File: src/sv/oic_pkg.sv
package oic_pkg;

    localparam int ROW_W   = 6;
    localparam int COL_W   = 6;
    localparam int DIM_W   = 7;
    localparam int COUNT_W = 12;
    localparam int SIZE_W  = 13;
    localparam int LIN_W   = 13;

    localparam logic [DIM_W-1:0] DIM_RESET = 7'd64;

    // register indexes (paddr[2])
    localparam logic REG_ROWS = 1'b0;
    localparam logic REG_COLS = 1'b1;

    typedef struct packed {
        logic [DIM_W-1:0] rows;
        logic [DIM_W-1:0] cols;
    } grid_cfg_t;

    typedef enum logic [3:0] {
        ST_CLEAR,
        ST_IDLE,
        ST_LAND_RD,
        ST_LAND_CHK,
        ST_NB,
        ST_NB_CHK,
        ST_FIND_RD,
        ST_FIND_WT,
        ST_CMP_RD,
        ST_CMP_WR,
        ST_SZ_B,
        ST_SZ_DONE,
        ST_DONE
    } state_t;

endpackage

File: src/sv/oic_apb_regs.sv
module oic_apb_regs
    import oic_pkg::*;
(
    input  logic        clk,
    input  logic        rst_n,
    input  logic        psel,
    input  logic        penable,
    input  logic        pwrite,
    input  logic [2:0]  paddr,
    input  logic [31:0] pwdata,
    output logic [31:0] prdata,
    output logic        pready,
    output grid_cfg_t   cfg
);

    logic [DIM_W-1:0] rows_reg;
    logic [DIM_W-1:0] cols_reg;
    logic             wr_en;

    assign wr_en  = psel && penable && pwrite;
    assign pready = 1'b1;

    always_ff @(posedge clk or negedge rst_n)
    begin
        if (!rst_n)
        begin
            rows_reg <= DIM_RESET;
            cols_reg <= DIM_RESET;
        end
        else if (wr_en)
        begin
            unique case (paddr[2])
                REG_ROWS: rows_reg <= pwdata[DIM_W-1:0];
                REG_COLS: cols_reg <= pwdata[DIM_W-1:0];
                default:  ;
            endcase
        end
    end

    always_comb
    begin
        unique case (paddr[2])
            REG_ROWS: prdata = {25'd0, rows_reg};
            REG_COLS: prdata = {25'd0, cols_reg};
            default:  prdata = 32'd0;
        endcase
    end

    assign cfg.rows = rows_reg;
    assign cfg.cols = cols_reg;

endmodule

File: config.mk
export PLATFORM = sky130hd
export DESIGN_NAME = oic_apb_regs
export DESIGN_NICKNAME = d
export VERILOG_FILES = /design/src/sv/oic_pkg.sv /design/src/sv/oic_apb_regs.sv
export SDC_FILE = /design/constraint.sdc
export NUM_CORES = 1
export LEC_CHECK = 0
export BUFFER_PORTS_ARGS = -buffer_cell sky130_fd_sc_hd__buf_4
export CAP_MARGIN = 5
export CORE_ASPECT_RATIO = 1.2
export CORE_MARGIN = 2
export CORE_UTILIZATION = 35
export DETAILED_ROUTE_END_ITERATION = 10
export GPL_TIMING_DRIVEN = 0
export PLACE_DENSITY = 0.81
export SYNTH_ARGS = -nofsm -noshare
export SYNTH_HDL_FRONTEND = slang
export SYNTH_SLANG_ARGS = --single-unit
File: constraint.sdc
create_clock -name clk -period 1.4 [get_ports clk]
set_input_delay 0.21 -clock clk [delete_from_list [all_inputs] [get_ports clk]]
set_output_delay 0.21 -clock clk [all_outputs]
set_load 0.01 [all_outputs]
## After elaboration in Yosys (flattened, before gate mapping)

Index checks and enable logic that the tools add are counted.

- Flip-flop bits (word level): 14
- Input bits: 40
- Word-level logic and storage cells: 8

- Muxes and demuxes: 1
- Bitwise logic cells: 1
- Reduce and logical (&&, ||, !) cells: 4

Operators by type and width:

| cell | number |
|---|---|
| $pmux W32 S2 | 1 |
| $reduce_and A2 Y1 | 2 |
| $logic_and A1 B1 Y1 | 2 |
| $not A1 Y1 | 1 |

## Logic depth before layout (Yosys ltp)

- Depth in word-level cells: 3
- Mapped depth: 3

## Worst setup path before layout

No wires, ideal clock.

- Path type: input -> register
- From: input paddr[2]
- To: register rows_reg[0]
- Data arrival time: 0.824 ns
- Setup slack: 0.451 ns
- Stages on the path: 3
- Path through: buf_6 > nand4b_4 > mux2_2

- Cells in the longest elaborated chain, start to end: 2

Ends and longest elaborated chain:

| element | line | source |
|---|---|---|
| from (decl) | oic_apb_regs.sv:9 | `input logic [2:0] paddr,` |
| $not A1 Y1 (no line) | n/a |  |
| $reduce_and A2 Y1 (no line) | n/a |  |
| to (signal assigned) | oic_apb_regs.sv:33 | `REG_ROWS: rows_reg <= pwdata[DIM_W-1:0];` |
| to (decl) | oic_apb_regs.sv:16 | `logic [DIM_W-1:0] rows_reg;` |

No other way between the ends.
A chain may end at the register's enable or synchronous reset.

## Worst setup path after layout

- From: register rows_reg[3]
- To: output prdata[3]

- Cells in the longest elaborated chain, start to end: 1

Ends and longest elaborated chain:

| element | line | source |
|---|---|---|
| $pmux W32 S2 | oic_apb_regs.sv:42 | `unique case (paddr[2])` |
| to (decl) | oic_apb_regs.sv:11 | `output logic [31:0] prdata,` |

No other way between the ends. The select of a mux whose other input is x is not followed.

==> flow_summary.yaml <==
status:
  status: "complete, no violations"
timing:
  final.setup.worst_slack_ns: 0.1086
  fin_skew_ns: 0
  min_period_ns: 1.291
  fin_crit_sh: 0.9225
  setup_viol: 0
  tns_ns: 0
  rsz0062_at_grt: "no"
  slew_viol_final: 0
  finalHoldViolations: 0
  max_freq_mhz: 774.3
synth:
  ys_seq_area_frac: 0.4203
  synth_area_leaders: "dfrtp_1 36%, mux2_2 28%, buf_4 23%"
  ys_ff_latch: 14
  yosysWarnings: 0
  syn_avg_cell_area_sq_um: 12.72
  synthTopCellsByCount: "26 x buf_4, 21 x mux2_2, 12 x dfrtp_1"
  syn-instance-count: 66
  synth_area_sq_um: 839.6
  synthDistinctLibCells: 8
  synth_most_common_cell: "buf_4"
  synth_area_leader_cell: "dfrtp_1"
  synth_top_area_frac: 0.3577
  synthArstFlopShare: 1.000
  synthFlopType: "dfrtp_1"
  synth-edff-count: 0
worst_setup_path:
  endpoint_kind: "output pin"
  criticalPathCategory: "register to output pin"
  start_kind: "register"
  crit_arrival_ns: 1.08
  cp_data_required_time_ns: 1.19
  path_max_fanout: 3
global_route:
  antenna_found_initial: 0
  grt_max_degree: 15
  overflow: 0
  grt_usage: 0.1151
  grt_pass1_vias: 518
  grt_pass1_wl_mm: 2.477
drt:
  wl_per_cell_um: 10.15
  vias: 591
  ant_nets: 0
  first_pass_iters: 2
  viasPerCell: 3.741
  drtIter0Drc: 1
  wirelength_mm: 1.604
  drc: 0
pwr:
  power_density_nw_per_um2: 1120
  peakVddDrop_mv: 0.7887
  p_leak_nw: 0.6892
clock_tree:
  cts.sinks: 14
  cts_tree: "built"
  clk_path_buf_depth: 2
  insertion_delay_ns: 0.27
  cts_inserted_buffers: 3
  path_clk_slew_ns: 0.08
  postCtsSetupBuffers: 0
  htree_levels: 1
  cts_root_buf: "clkbuf_4"
layout:
  fin_nets: 168
  areaGrowthSynthToFinish_pct: 49.48
  fin_util: 0.5499
  drive_gt1_frac: 0.6929
  num_antenna_cells: 0
  final_cells: 158
floorplan:
  initial_core_util: 0.3679
  fp.coreArea_sq_um: 2282
  row_count: 19
  io_pins: 87
  dieArea_sq_um: 2808
  fp.dieW_um: 48.71
  dieHeight_um: 57.65
hold_path:
  hp-class: "input pin to register"
job:
  drv_cap: 0
placement:
  routabilityCongestion: 0.6341
  dp_slack_ns: 0.2735
  place_inst: 153
  port_buffers: 32
==> metrics by stage <==
| step | hold slack (ns) | total power, mW | cell area, sq um |
|---|---|---|---|
| global placement | 0.06477 | 1.124 | 1209 |
| global route | 0.1669 | 1.493 | 1255 |
| finish | 0.1786 | 1.406 | 1255 |
| detailed placement | 0.06619 | 1.144 | 1209 |
| CTS | 0.1679 | 1.430 | 1255 |
| floorplan | -0.08559 | 0.8631 | 929.6 |
==> kinds of logic (layout without fill, tap and decap cells) <==
kind of cell | after synthesis | in the layout | synth area share
flops | 14 | 14 | 0.4203
buf+inv | 27 | 64 | 0.2459
mux | 21 | 21 | 0.2817
simple gates | 2 | 2 | 0.04321
other cells | 2 | 26 | 0.008945
==> cell usage in the layout, fill, tap and decap left out <==
cell,synthesis,layout
dfrtp_1,12,12
dlygate4sd3_1,0,1
buf_6,1,1
dfstp_2,2,2
clkbuf_4,0,3
buf_4,26,58
conb_1,2,26
nand4b_4,1,1
clkbuf_8,0,1
nand4_2,1,1
mux2_2,21,21
==> what timing repair did <==
action	in CTS	in global routing
hold endpoints to repair	14	0
resized for setup	0	0
hold buffers	1	0
==> critical path, cell delays in order, from the launching register on <==
cell and delay (ns):
dfrtp_1 0.40, mux2_2 0.27, buf_4 0.15
==> power by group <==
group          switching, mW  total (mW)  internal (mW)
combinational          0.223       0.567          0.343
clock                  0.116       0.274          0.158
sequential            0.0623       0.566          0.503
total                  0.402        1.41           1.00
==> layout make-up <==
class / count / area, sq um
plain buffers: 27 / 206.4
clock buffers: 4 / 36.28
fillers: 223 / 1027
multi-input cells: 49 / 370.4
flip-flops and latches: 14 / 352.8
well taps: 31 / 38.79
repair buffers: 33 / 250.2
==> final timing paths <==
| check | from | cells after the start | slack [ns] | endpoint |
|---|---|---|---|---|
| worst max-delay path | rows_reg[3] | 2 | 0.11 | prdata[3] |
| worst min register to register | rows_reg[2] | 1 | 0.54 | rows_reg[2] |
| worst max register to register | rows_reg[4] | 1 | 0.62 | rows_reg[4] |
| max in group asynchronous | rst_n | 2 | 0.84 | rows_reg[6] |
| worst min-delay path | pwdata[1] | 2 | 0.18 | rows_reg[1] |
| min in group asynchronous | rst_n | 2 | 0.32 | rows_reg[1] |
==> per-layer routing <==
layer,vias up,part of all wire,GRT usage
met2,31,0.57,0.2094
li1,293,-,-
met3,0,0.094,0.03093
met4,0,0,0.04898
met1,267,0.34,0.1267
met5,-,0,0
No activity file was read; power rests on OpenSTA's default activity.
